--- config.mk ---
export PLATFORM = sky130hd
export DESIGN_NAME = multibyte_delimiter_splitter_core
export DESIGN_NICKNAME = d
export VERILOG_FILES = /design/src/design/mds_pkg.sv /design/src/design/multibyte_delimiter_splitter_core.sv /design/src/design/mds_cell.sv /design/src/design/mds_outq.sv
export SDC_FILE = /design/constraint.sdc
export NUM_CORES = 1
export LEC_CHECK = 0
export BUFFER_PORTS_ARGS = -buffer_cell sky130_fd_sc_hd__buf_2
export CAP_MARGIN = 20
export CORE_MARGIN = 2
export CORE_UTILIZATION = 46
export DETAILED_ROUTE_END_ITERATION = 8
export GPL_TIMING_DRIVEN = 0
export PLACE_DENSITY_LB_ADDON = 0.25
export SLEW_MARGIN = 10
export SYNTH_ARGS = -nofsm -noshare
export SYNTH_HDL_FRONTEND = slang
export SYNTH_SLANG_ARGS = --single-unit
export TNS_END_PERCENT = 50
--- constraint.sdc ---
create_clock -name i_clk -period 8 [get_ports i_clk]
set_input_delay 2 -clock i_clk [delete_from_list [all_inputs] [get_ports i_clk]]
set_output_delay 2 -clock i_clk [all_outputs]
set_load 0.03 [all_outputs]
--- src/design/mds_pkg.sv ---
// shared types and constants for the multibyte delimiter splitter
package mds_pkg;

    // window and delimiter geometry
    localparam int DELIM_MAX   = 8;
    localparam int WIN_DEPTH   = 8;
    localparam int WIN_IDX_W   = $clog2(WIN_DEPTH);
    localparam int WIN_CNT_W   = $clog2(WIN_DEPTH + 1);
    localparam int BYTE_W      = 8;
    localparam int DELIM_W     = DELIM_MAX * BYTE_W;
    localparam int DLEN_W      = 4;

    // output queue geometry
    localparam int OQ_DEPTH    = 2;
    localparam int OQ_PTR_W    = $clog2(OQ_DEPTH);
    localparam int OQ_CNT_W    = $clog2(OQ_DEPTH + 1);

    // configuration register indexes
    localparam int CFG_IDX_W   = 1;
    localparam logic [CFG_IDX_W-1:0] REG_DELIM_BYTES  = 1'b0;
    localparam logic [CFG_IDX_W-1:0] REG_DELIM_LENGTH = 1'b1;

    // reset values of the registers
    localparam logic [DELIM_W-1:0] DELIM_BYTES_RST  = DELIM_W'(44);
    localparam logic [DLEN_W-1:0]  DELIM_LENGTH_RST = DLEN_W'(1);

    // input word
    typedef struct packed {
        logic [BYTE_W-1:0] in_byte;
        logic              end_of_string;
    } t_in_word;

    // output word
    typedef struct packed {
        logic [BYTE_W-1:0] token_byte;
        logic              token_end;
        logic              run_last;
    } t_out_word;

    // how the window moves in one cycle
    typedef enum logic [1:0] {
        SH_HOLD,
        SH_ONE,
        SH_LEN
    } t_shift;

    // control handed to each window cell
    typedef struct packed {
        logic   append;
        logic   active;
        t_shift shift;
    } t_cell_ctl;

    // sequencer states
    typedef enum logic [1:0] {
        ST_RUN,
        ST_FLUSH,
        ST_CLOSE
    } t_state;

endpackage

--- src/design/multibyte_delimiter_splitter_core.sv ---
// splitter top level: window cell row, sequencer, config registers, output queue
// Throughput: one byte word per cycle while each word gives at most one result and the
// output queue is not full. A word with end_of_string then holds the input while the
// bytes left in the window are flushed and the closing marker for an open token is sent.
// Each result is registered in the output queue before it reaches the output.
// Reset (synchronous, active low): window empty, no token open, delimiter ',' of length 1.
module multibyte_delimiter_splitter_core (
    input  logic                                  i_clk,
    input  logic                                  i_rst_n,
    input  logic                                  i_in_valid,
    input  mds_pkg::t_in_word                     i_in_data,
    output logic                                  o_in_stall,
    output logic                                  o_out_valid,
    output mds_pkg::t_out_word                    o_out_data,
    input  logic                                  i_out_stall,
    input  logic                                  i_cfg_we,
    input  logic [mds_pkg::CFG_IDX_W-1:0]         i_cfg_index,
    input  logic [mds_pkg::DELIM_W-1:0]           i_cfg_data
);

    logic [mds_pkg::DELIM_W-1:0]    r_delim;
    logic [mds_pkg::DLEN_W-1:0]     r_dlen;
    logic [mds_pkg::WIN_CNT_W-1:0]  r_count;
    logic [mds_pkg::WIN_CNT_W-1:0]  n_count;
    logic                           r_open;
    logic                           n_open;
    mds_pkg::t_state                r_state;
    mds_pkg::t_state                n_state;

    logic [mds_pkg::WIN_CNT_W-1:0]  len_eff;
    logic [mds_pkg::WIN_CNT_W-1:0]  cnt_a;
    logic [mds_pkg::WIN_CNT_W-1:0]  cnt_left;
    logic                           open_left;
    logic                           in_take;
    logic                           append;
    mds_pkg::t_shift                shift;
    logic                           push;
    mds_pkg::t_out_word             push_word;
    logic                           q_full;
    logic                           hit;

    mds_pkg::t_cell_ctl             cell_ctl  [mds_pkg::WIN_DEPTH];
    logic [mds_pkg::BYTE_W-1:0]     view      [mds_pkg::WIN_DEPTH];
    logic [mds_pkg::BYTE_W-1:0]     next_view [mds_pkg::WIN_DEPTH];
    logic [mds_pkg::BYTE_W-1:0]     far_view  [mds_pkg::WIN_DEPTH];
    logic [mds_pkg::WIN_DEPTH-1:0]  match;

    // configuration registers
    always_ff @(posedge i_clk) begin
        if (!i_rst_n) begin
            r_delim <= mds_pkg::DELIM_BYTES_RST;
            r_dlen  <= mds_pkg::DELIM_LENGTH_RST;
        end else if (i_cfg_we) begin
            unique case (i_cfg_index)
                mds_pkg::REG_DELIM_BYTES:  r_delim <= i_cfg_data;
                mds_pkg::REG_DELIM_LENGTH: r_dlen  <= i_cfg_data[mds_pkg::DLEN_W-1:0];
                default: ;
            endcase
        end
    end

    // length in use: zero acts as one, anything over the maximum as the maximum
    always_comb begin
        if (r_dlen == '0) begin
            len_eff = mds_pkg::WIN_CNT_W'(1);
        end else if (r_dlen > mds_pkg::DLEN_W'(mds_pkg::DELIM_MAX)) begin
            len_eff = mds_pkg::WIN_CNT_W'(mds_pkg::DELIM_MAX);
        end else begin
            len_eff = mds_pkg::WIN_CNT_W'(r_dlen);
        end
    end

    // row of window cells, oldest byte in cell 0
    for (genvar k = 0; k < mds_pkg::WIN_DEPTH; k++) begin : g_cell
        logic [mds_pkg::WIN_CNT_W:0] far_idx;

        assign cell_ctl[k].append = append &&
            (r_count[mds_pkg::WIN_IDX_W-1:0] == mds_pkg::WIN_IDX_W'(k));
        assign cell_ctl[k].active = (mds_pkg::WIN_CNT_W'(k) < len_eff);
        assign cell_ctl[k].shift  = shift;

        if (k + 1 < mds_pkg::WIN_DEPTH) begin : g_nb
            assign next_view[k] = view[k + 1];
        end else begin : g_nb_end
            assign next_view[k] = '0;
        end

        // byte one delimiter length further on, zero past the end
        assign far_idx = (mds_pkg::WIN_CNT_W + 1)'(k) + {1'b0, len_eff};
        always_comb begin
            if (far_idx < (mds_pkg::WIN_CNT_W + 1)'(mds_pkg::WIN_DEPTH)) begin
                far_view[k] = view[far_idx[mds_pkg::WIN_IDX_W-1:0]];
            end else begin
                far_view[k] = '0;
            end
        end

        mds_cell u_cell (
            .i_clk        (i_clk),
            .i_ctl        (cell_ctl[k]),
            .i_in_byte    (i_in_data.in_byte),
            .i_delim_byte (r_delim[k*mds_pkg::BYTE_W +: mds_pkg::BYTE_W]),
            .i_next_view  (next_view[k]),
            .i_far_view   (far_view[k]),
            .o_view       (view[k]),
            .o_match      (match[k])
        );
    end

    assign hit        = &match;
    assign o_in_stall = (r_state != mds_pkg::ST_RUN) || q_full;
    assign in_take    = i_in_valid && !o_in_stall;
    assign cnt_a      = r_count + mds_pkg::WIN_CNT_W'(1);

    // sequencer: one step per accepted word, then flush and close at end of string
    always_comb begin
        n_state   = r_state;
        n_count   = r_count;
        n_open    = r_open;
        append    = 1'b0;
        shift     = mds_pkg::SH_HOLD;
        push      = 1'b0;
        push_word = '0;
        cnt_left  = r_count;
        open_left = r_open;
        unique case (r_state)
            mds_pkg::ST_RUN: begin
                if (in_take) begin
                    append    = 1'b1;
                    cnt_left  = cnt_a;
                    open_left = r_open;
                    if (cnt_a >= len_eff) begin
                        if (hit) begin
                            shift     = mds_pkg::SH_LEN;
                            cnt_left  = cnt_a - len_eff;
                            open_left = 1'b0;
                            if (r_open) begin
                                push                = 1'b1;
                                push_word.token_end = 1'b1;
                            end
                        end else begin
                            shift                = mds_pkg::SH_ONE;
                            cnt_left             = cnt_a - mds_pkg::WIN_CNT_W'(1);
                            open_left            = 1'b1;
                            push                 = 1'b1;
                            push_word.token_byte = view[0];
                        end
                    end
                    n_count = cnt_left;
                    n_open  = open_left;
                    if (i_in_data.end_of_string) begin
                        push_word.run_last = (cnt_left == '0) && !open_left;
                        if (cnt_left != '0) begin
                            n_state = mds_pkg::ST_FLUSH;
                        end else if (open_left) begin
                            n_state = mds_pkg::ST_CLOSE;
                        end
                    end else begin
                        push_word.run_last = 1'b1;
                    end
                end
            end
            mds_pkg::ST_FLUSH: begin
                if (!q_full) begin
                    push                 = 1'b1;
                    push_word.token_byte = view[0];
                    shift                = mds_pkg::SH_ONE;
                    n_count              = r_count - mds_pkg::WIN_CNT_W'(1);
                    n_open               = 1'b1;
                    if (r_count == mds_pkg::WIN_CNT_W'(1)) begin
                        n_state = mds_pkg::ST_CLOSE;
                    end
                end
            end
            mds_pkg::ST_CLOSE: begin
                if (!q_full) begin
                    push                = 1'b1;
                    push_word.token_end = 1'b1;
                    push_word.run_last  = 1'b1;
                    n_open              = 1'b0;
                    n_state             = mds_pkg::ST_RUN;
                end
            end
            default: n_state = mds_pkg::ST_RUN;
        endcase
    end

    always_ff @(posedge i_clk) begin
        if (!i_rst_n) begin
            r_state <= mds_pkg::ST_RUN;
            r_count <= '0;
            r_open  <= 1'b0;
        end else begin
            r_state <= n_state;
            r_count <= n_count;
            r_open  <= n_open;
        end
    end

    // output queue
    mds_outq u_outq (
        .i_clk       (i_clk),
        .i_rst_n     (i_rst_n),
        .i_push      (push),
        .i_word      (push_word),
        .o_full      (q_full),
        .o_out_valid (o_out_valid),
        .o_out_data  (o_out_data),
        .i_out_stall (i_out_stall)
    );

    // window has room for the next byte whenever words are taken
    a_run_room: assert property (@(posedge i_clk) disable iff (!i_rst_n)
        r_state == mds_pkg::ST_RUN |->
            r_count < mds_pkg::WIN_CNT_W'(mds_pkg::WIN_DEPTH))
        else $error("window full while taking words");

    // flushing only happens with bytes left
    a_flush_nonempty: assert property (@(posedge i_clk) disable iff (!i_rst_n)
        r_state == mds_pkg::ST_FLUSH |-> r_count != '0)
        else $error("flush with empty window");

    // closing marker only for an open token
    a_close_open: assert property (@(posedge i_clk) disable iff (!i_rst_n)
        r_state == mds_pkg::ST_CLOSE |-> r_open)
        else $error("close with no open token");

    // never push into a full queue
    a_no_overflow: assert property (@(posedge i_clk) disable iff (!i_rst_n)
        push |-> !q_full)
        else $error("output queue overflow");

    // a closing marker leaves no token open
    a_end_closes: assert property (@(posedge i_clk) disable iff (!i_rst_n)
        push && push_word.token_end |=> !r_open)
        else $error("token still open after end marker");

endmodule

--- src/design/mds_cell.sv ---
// one window cell: holds a pending byte and compares it with its delimiter byte
module mds_cell (
    input  logic                         i_clk,
    input  mds_pkg::t_cell_ctl           i_ctl,
    input  logic [mds_pkg::BYTE_W-1:0]   i_in_byte,
    input  logic [mds_pkg::BYTE_W-1:0]   i_delim_byte,
    input  logic [mds_pkg::BYTE_W-1:0]   i_next_view,
    input  logic [mds_pkg::BYTE_W-1:0]   i_far_view,
    output logic [mds_pkg::BYTE_W-1:0]   o_view,
    output logic                         o_match
);

    logic [mds_pkg::BYTE_W-1:0] r_byte;
    logic [mds_pkg::BYTE_W-1:0] n_byte;

    // contents as seen once this cycle's byte is appended
    assign o_view  = i_ctl.append ? i_in_byte : r_byte;

    // cells beyond the delimiter length always agree
    assign o_match = !i_ctl.active || (o_view == i_delim_byte);

    // take from self, the neighbour, or the cell a delimiter length on
    always_comb begin
        case (i_ctl.shift)
            mds_pkg::SH_ONE: n_byte = i_next_view;
            mds_pkg::SH_LEN: n_byte = i_far_view;
            default:         n_byte = o_view;
        endcase
    end

    always_ff @(posedge i_clk) begin
        r_byte <= n_byte;
    end

endmodule

--- src/design/mds_outq.sv ---
// two-word output queue decoupling the splitter core from downstream stall
module mds_outq (
    input  logic               i_clk,
    input  logic               i_rst_n,
    input  logic               i_push,
    input  mds_pkg::t_out_word i_word,
    output logic               o_full,
    output logic               o_out_valid,
    output mds_pkg::t_out_word o_out_data,
    input  logic               i_out_stall
);

    mds_pkg::t_out_word                r_mem [mds_pkg::OQ_DEPTH];
    logic [mds_pkg::OQ_PTR_W-1:0]      r_wptr;
    logic [mds_pkg::OQ_PTR_W-1:0]      r_rptr;
    logic [mds_pkg::OQ_CNT_W-1:0]      r_count;
    logic [mds_pkg::OQ_PTR_W-1:0]      n_wptr;
    logic [mds_pkg::OQ_PTR_W-1:0]      n_rptr;
    logic [mds_pkg::OQ_CNT_W-1:0]      n_count;
    logic                              pop;

    assign o_full      = (r_count == mds_pkg::OQ_CNT_W'(mds_pkg::OQ_DEPTH));
    assign o_out_valid = (r_count != '0);
    assign o_out_data  = r_mem[r_rptr];
    assign pop         = o_out_valid && !i_out_stall;

    // pointer and fill count update
    always_comb begin
        n_wptr  = r_wptr;
        n_rptr  = r_rptr;
        n_count = r_count;
        if (i_push) begin
            n_wptr = (r_wptr == mds_pkg::OQ_PTR_W'(mds_pkg::OQ_DEPTH - 1)) ?
                     '0 : r_wptr + mds_pkg::OQ_PTR_W'(1);
        end
        if (pop) begin
            n_rptr = (r_rptr == mds_pkg::OQ_PTR_W'(mds_pkg::OQ_DEPTH - 1)) ?
                     '0 : r_rptr + mds_pkg::OQ_PTR_W'(1);
        end
        if (i_push && !pop) begin
            n_count = r_count + mds_pkg::OQ_CNT_W'(1);
        end else if (pop && !i_push) begin
            n_count = r_count - mds_pkg::OQ_CNT_W'(1);
        end
    end

    always_ff @(posedge i_clk) begin
        if (!i_rst_n) begin
            r_wptr  <= '0;
            r_rptr  <= '0;
            r_count <= '0;
        end else begin
            r_wptr  <= n_wptr;
            r_rptr  <= n_rptr;
            r_count <= n_count;
        end
    end

    // storage
    always_ff @(posedge i_clk) begin
        if (i_push) begin
            r_mem[r_wptr] <= i_word;
        end
    end

endmodule

==> results of run 1 <==
-- critical path, stage by stage --
cell and delay [ps]:
buf_2 160, nand2_1 180, nor3_2 360, buf_4 280, mux2_2 500, a22o_1 270, or4_1 630, a211oi_1 420
o211ai_2 230, clkbuf_1 300, nor3_2 480, inv_1 100, ha_1 310, clkbuf_1 420, inv_1 200, nand2_1 130
buf_1 630, o221ai_1 480
-- final cells by class --
| class | count | share of cell area [%] |
|---|---|---|
| multi-input cells | 1170 | 56.3 |
| flip-flops and latches | 164 | 26.9 |
| repair buffers | 91 | 3.57 |
| plain buffers | 108 | 3.36 |
| clock buffers | 18 | 3.31 |
| well taps | 324 | 3.13 |
| inverters | 67 | 1.94 |
| clock inverters | 14 | 1.47 |
-- timing repair --
action | 4_1_cts | 5_1_grt
pin swaps | 1 | 0
resized for setup | 2 | 17
gates cloned | 0 | 0
buffers inserted | 2 | 0
endpoints found under the setup margin | 15 | 12
-- power breakdown --
group	total (µW)	internal [µW]	switching (µW)	leakage, µW
Sequential	1140	1030	108	0.00137
Combinational	2280	717	1560	0.00339
Clock	914	503	410	0.000303
Total	4330	2250	2080	0.00506
-- cell usage after synthesis, types with 11 or more instances --
master      n  share of area [%]
o22ai_1    26                1.4
inv_1      66                2.2
nor3_1     13               0.57
nand3_1    22               0.97
o21ai_0    64                2.8
nor2_1    144                4.7
nand4_1    12               0.66
mux2_2     45                4.4
o221ai_1   27                2.1
clkbuf_1   90                3.0
nand2b_1   24                1.3
a31oi_1    11               0.60
a211oi_1   23                1.5
nor2b_1    11               0.60
xnor2_1    24                1.8
ha_1       27                3.0
a221oi_1   12               0.92
edfxtp_1   20                5.3
a21oi_1   175                7.7
mux2i_1    66                5.8
nand2_1   264                8.7
dfxtp_1   144                 25
xor2_1     21                1.6
o211ai_1   17                1.1
-- per-layer routing --
layer / global-route usage (%) / vias up / share of wire, %
met1: 54.4 / 5982 / 39
met3: 12.1 / 209 / 13
met2: 60.6 / 975 / 41
li1: - / 5609 / -
met5: 0 / - / 0.023
met4: 26.0 / 2 / 7.5
-- metrics by stage --
step,instances,power [µW],hold slack (ps),setup WS [ps],TNS (ps)
floorplan,1509,2530,436,1310,0
CTS,1956,4180,468,4.14,0
global placement,1921,3260,449,-1020,-18200
finish,1956,4330,467,68.5,0
detailed placement,1922,3280,457,-913,-18640
global route,1956,4450,491,-9.09,-9.09
-- flip-flops by register name, indices dropped and copies added (netlist names), named ones only --
name and flops:
r_delim 64, u_outq.r_rptr 1, r_state 2, g_cell.u_cell.r_byte 64
r_dlen 4, u_outq.r_count 2, r_open 1, r_count 4
u_outq.r_mem 20, u_outq.r_wptr 1
-- logic make-up after synthesis --
| group | count (synthesis) | synth area share [%] |
|---|---|---|
| fa+ha+maj | 28 | 3.14 |
| compound gates | 452 | 25.8 |
| buf+inv | 175 | 5.95 |
| flops | 164 | 30.6 |
| xor+xnor | 45 | 3.46 |
| simple gates | 532 | 20.4 |
| mux | 113 | 10.6 |
-- worst max-delay path by stage --
stage | start | endpoint | slack, ps | depth (start not counted)
6_report | i_in_valid | g_cell[3].u_cell.r_byte[5] | 70 | 18
5_1_grt | i_in_valid | g_cell[3].u_cell.r_byte[5] | -9 | 18
4_1_cts | i_in_valid | g_cell[3].u_cell.r_byte[4] | 4 | 19
3_5_place_dp | i_in_valid | g_cell[3].u_cell.r_byte[4] | -910 | 19
3_3_place_gp | i_in_valid | g_cell[5].u_cell.r_byte[1] | -1020 | 19
2_1_floorplan | i_in_valid | g_cell[5].u_cell.r_byte[3] | 1310 | 19
-- layout by cell type (no fill, tap or decap), types with 26 or more instances in the layout --
cell type  instances
inv_1             66
ha_1              27
dfxtp_1          144
clkbuf_1          88
o22ai_1           26
a21oi_1          175
o21ai_0           64
mux2i_1           60
mux2_2            45
nand2_1          264
o221ai_1          27
buf_2             93
nor2_1           144
==> results_dict.tcl, run 1 <==
set metrics [dict create \
    power_density_nw_per_um2 334 \
    grt_max_degree 17 \
    cts-root-buf "clkbuf_16" \
    relSlewSlack_pct 15.2 \
    wl_per_cell_um 28.3 \
    crit_path_end_kind "flip-flop" \
    worstMarginPinSlew_ps 1260 \
    worstSetupPathType "primary input to flip-flop" \
    seq_area_frac_synth_pct 30.6 \
    hold_end "r_delim[34]" \
    power_leakage_uw 0.00506 \
    reg2reg_to "g_cell[3].u_cell.r_byte[5]" \
    start_util_pct 46.8 \
    port_buffers 88 \
    io_pins 91 \
    start_kind "primary input" \
    fin_util_pct 53.3 \
    cts.clk_slew.worst_paths_ps 70 \
    fin_area_um2 13000 \
    status "finished, final reports clean" \
    yosysUniqueCellTypes 78 \
    cts_buffer_depth 2 \
    grt_pass1_vias 11900 \
    hold_depth 2 \
    avgSynthCellArea_um2 7.55 \
    synth_cells 1509 \
    num_rows 57 \
    synth_ff_type "dfxtp_1" \
    diodes 0 \
    grt_first_pass_wirelength_um 78800 \
    yosys_warnings 0 \
    nets 1726 \
    flow.area_growth_from_synthesis_pct 13.8 \
    firstDrtPassIters 9 \
    die_area_um2 26000 \
    finalCritPeriodShare_pct 99.1 \
    drc 0 \
    reg2regPathDepth 21 \
    vias 12800 \
    setup_viol 0 \
    routed_via_density 6.53 \
    globalRouteTotalUtil_pct 41.7 \
    r2r_start "r_dlen[3]" \
    worstPathRequired_ps 8160 \
    fin_skew_ps 19.0 \
    die_w_um 161 \
    syn_area_um2 11400 \
    post-route-min-period_ps 7930 \
    drt_iter0_drc 1678 \
    place_area_um2 12200 \
    cts_tree "done" \
    min_from "r_delim[34]" \
    routed_wl_um 55300 \
    gp_congestion 1.12 \
    grt-ovfl-total 0 \
    clk_latency_ps 450 \
    multiInputGateArea_um2 7300 \
    worstPathMaxFanout 10 \
    synth_edf_count 20 \
    syn_nets 1616 \
    cts_sinks 164 \
    synth_seq_cells 164 \
    fill_cells 2396 \
    holdCritPathClass "flip-flop to flip-flop" \
    antenna_left 0 \
    peakVddDrop_v 0.000177 \
    cts_buffers 17 \
    register_area_um2 3480 \
    cap_violations 0 \
    drive_gt1_share_pct 12.8 \
    r2r_slack_ps 140 \
    slew_viol_final 0 \
    htree_levels 4 \
    fp.coreArea_um2 24300 \
    grt_antenna_before_repair 2 \
    final_hold_viol_count 0 \
    fp.dieH_um 161 \
    dp_hpwl_um 42500 \
    critPathArrivalTime_ps 8090 \
    fmax_mhz 126 \
    postSynth.asyncResetShare_pct 0 \
    cts_hold_buffers 0 \
]
(Power assumes the default switching activity.)
==> run 2, diff against run 1 <==
Clock period 8 ns to 6.4 ns, I/O delays scaled along.
==> run 2 against run 1 <==
Compared with the run above: non-clock buffer count rose by 1; combinational power rose by 27%; final area rose by 1.3%; sequential share of layout area fell by 0.34 points; global-route usage rose by 0.15 points; cell count rose by 0.10%; register-to-register slack got worse by 70 ps; worst setup slack improved by 0.78 ps; largest power group unchanged; via count rose by 0.69%.
==> results_dict.tcl, run 2 (synthesis results as in run 1) <==
set metrics [dict create \
    routed_wl_um 55400 \
    layout_setup_ws_ps 69.3 \
    dp_worst_setup_slack_ps -2110 \
    dp_hpwl_um 42500 \
    total_power_uw 5460 \
    pwr-share-clk_pct 20.9 \
    grt_pass1_vias 12000 \
    vias 12900 \
    worstPathRequired_ps 6640 \
    start_kind "primary input" \
    fmax_mhz 158 \
    die_w_um 161 \
    cts-root-buf "clkbuf_16" \
    grt-ovfl-total 0 \
    reg2reg_to "g_cell[5].u_cell.r_byte[1]" \
    largest_registers "g_cell.u_cell.r_byte (64), r_delim (64), u_outq.r_mem (20)" \
    crit_path_end "g_cell[5].u_cell.r_byte[1]" \
    p_seq_share_pct 26.1 \
    p_comb_share_pct 53.0 \
    fp.coreArea_um2 24300 \
    fp.dieH_um 161 \
    grt_max_degree 17 \
    port_buffers 88 \
    finalCritPeriodShare_pct 98.9 \
    cts_hold_buffers 0 \
    cts_buffer_depth 2 \
    routed_via_density 6.57 \
    slew_viol_final 0 \
    fin_skew_ps 19.8 \
    clk_latency_ps 450 \
    wl_per_cell_um 28.3 \
    final_cell_mix "nand2_1 (263), a21oi_1 (175), dfxtp_1 (144), nor2_1 (141), buf_2 (95)" \
    gp_congestion 1.12 \
    crit_chain "buf_2, nand2_1, nor3_4, buf_4, mux2_2, a22o_1, or4_4, a211oi_4, o211ai_4, nor3_4, inv_1, ha_1, clkbuf_2, inv_1, nand2_1, buf_2, clkbuf_4, o221ai_1" \
    status "finished, final reports clean" \
    post-route-min-period_ps 6330 \
    globalRouteTotalUtil_pct 41.9 \
    critPathBufInv 7 \
    reg2regPathDepth 21 \
    cts_buffers 17 \
    slowest_delay_ps 550 \
    switching_share_pct 48.0 \
    p_int_uw 2840 \
    worstSetupPathType "primary input to flip-flop" \
    finalSetupTns_ps 0 \
    crit_path_end_kind "flip-flop" \
    critPathArrivalTime_ps 6570 \
    worstMarginPinSlew_ps 1230 \
    antenna_left 0 \
    flow.area_growth_from_synthesis_pct 15.3 \
    power_leakage_uw 0.00512 \
    critPathTopFamily "simple AND/OR/NAND/NOR gates" \
    nets 1727 \
    final_hold_viol_count 0 \
    grt_first_pass_wirelength_um 79000 \
    min_from "r_delim[42]" \
    firstDrtPassIters 6 \
    peakVddDrop_v 0.000219 \
    worstPathMaxFanout 14 \
    switchingPower_uw 2620 \
    finalNonFillerCells 1958 \
    cts_tree "done" \
    htree_levels 4 \
    grt_antenna_before_repair 1 \
    num_rows 57 \
    io_pins 91 \
    cap_violations 0 \
    drc 0 \
    crit_slowest_cell "or4_4" \
    crit_cells 18 \
    final_common_cell "nand2_1" \
    r2r_start "r_dlen[1]" \
    start_util_pct 46.8 \
    drive_gt1_share_pct 14.8 \
    dp_cells 1922 \
    power_density_nw_per_um2 416 \
    rsz0062_at_grt "no" \
    startpoint "i_in_valid" \
    setup_viol 0 \
    die_area_um2 26000 \
    r2r_slack_ps 70 \
    cts.clk_slew.worst_paths_ps 70 \
    relSlewSlack_pct 17.0 \
    cts_sinks 164 \
    holdCritPathClass "flip-flop to flip-flop" \
    drt_iter0_drc 1687 \
]
## run 2: metal layers
metal	vias to the layer above	global-route usage [%]	wire length (µm)	part of all wire (%)
li1	5617	-	-	-
met1	6031	54.7	21200	38
met2	971	60.4	22400	41
met3	246	11.5	7100	13
met4	0	27.7	4670	8.4
met5	-	0	0	0
## run 2: metrics by stage
stage	hold WS [ps]	utilization, %	area (µm²)
floorplan	436	-	11400
finish	469	54.0	13100
global route	491	54.0	13100
detailed placement	457	50.4	12200
global placement	449	50.3	12200
CTS	468	53.7	13000
## run 2: worst register-to-register path: cells and delay by family (launching register included)
kind,cells,cell delay [ps]
adders and majority gates,2,690
buffers and inverters,10,3200
and+or+nand+nor,3,490
AOI/OAI and AO/OA,6,1400
DFF,1,400
## run 2: area by class of cell
cell class                      instances  area (µm²)
Tap cell                              324         405
Inverter                               67         251
Timing Repair Buffer                   94         485
Clock buffer                           18         429
Sequential cell                       164        3480
Buffer                                106         435
Clock inverter                         14         190
Multi-Input combinational cell       1170        7450
Fill cell                            2403       11200
Antenna cell                            1        2.50
## run 2: worst min-delay path by stage
stage,end,slack [ps],cells past startpoint
after floorplan,r_delim[34],440,2
after global placement,r_delim[42],450,2
after detailed placement,r_delim[47],460,2
after CTS,r_delim[47],470,2
after global routing,r_delim[0],490,2
final,r_delim[42],470,2
## run 2: timing repair
action | in CTS | in global routing
setup buffers | 4 | 1
pin swaps | 3 | 2
setup endpoints to repair | 64 | 44
resized for setup | 36 | 22
## run 2: power by group through the flow
stage	logic [µW]	registers (µW)	clock network (µW)
6_report	2890	1420	1140
5_1_grt	3010	1440	1170
4_1_cts	2740	1420	1130
3_5_place_dp	2670	1430	0
3_3_place_gp	2660	1420	0
2_1_floorplan	1770	1380	0
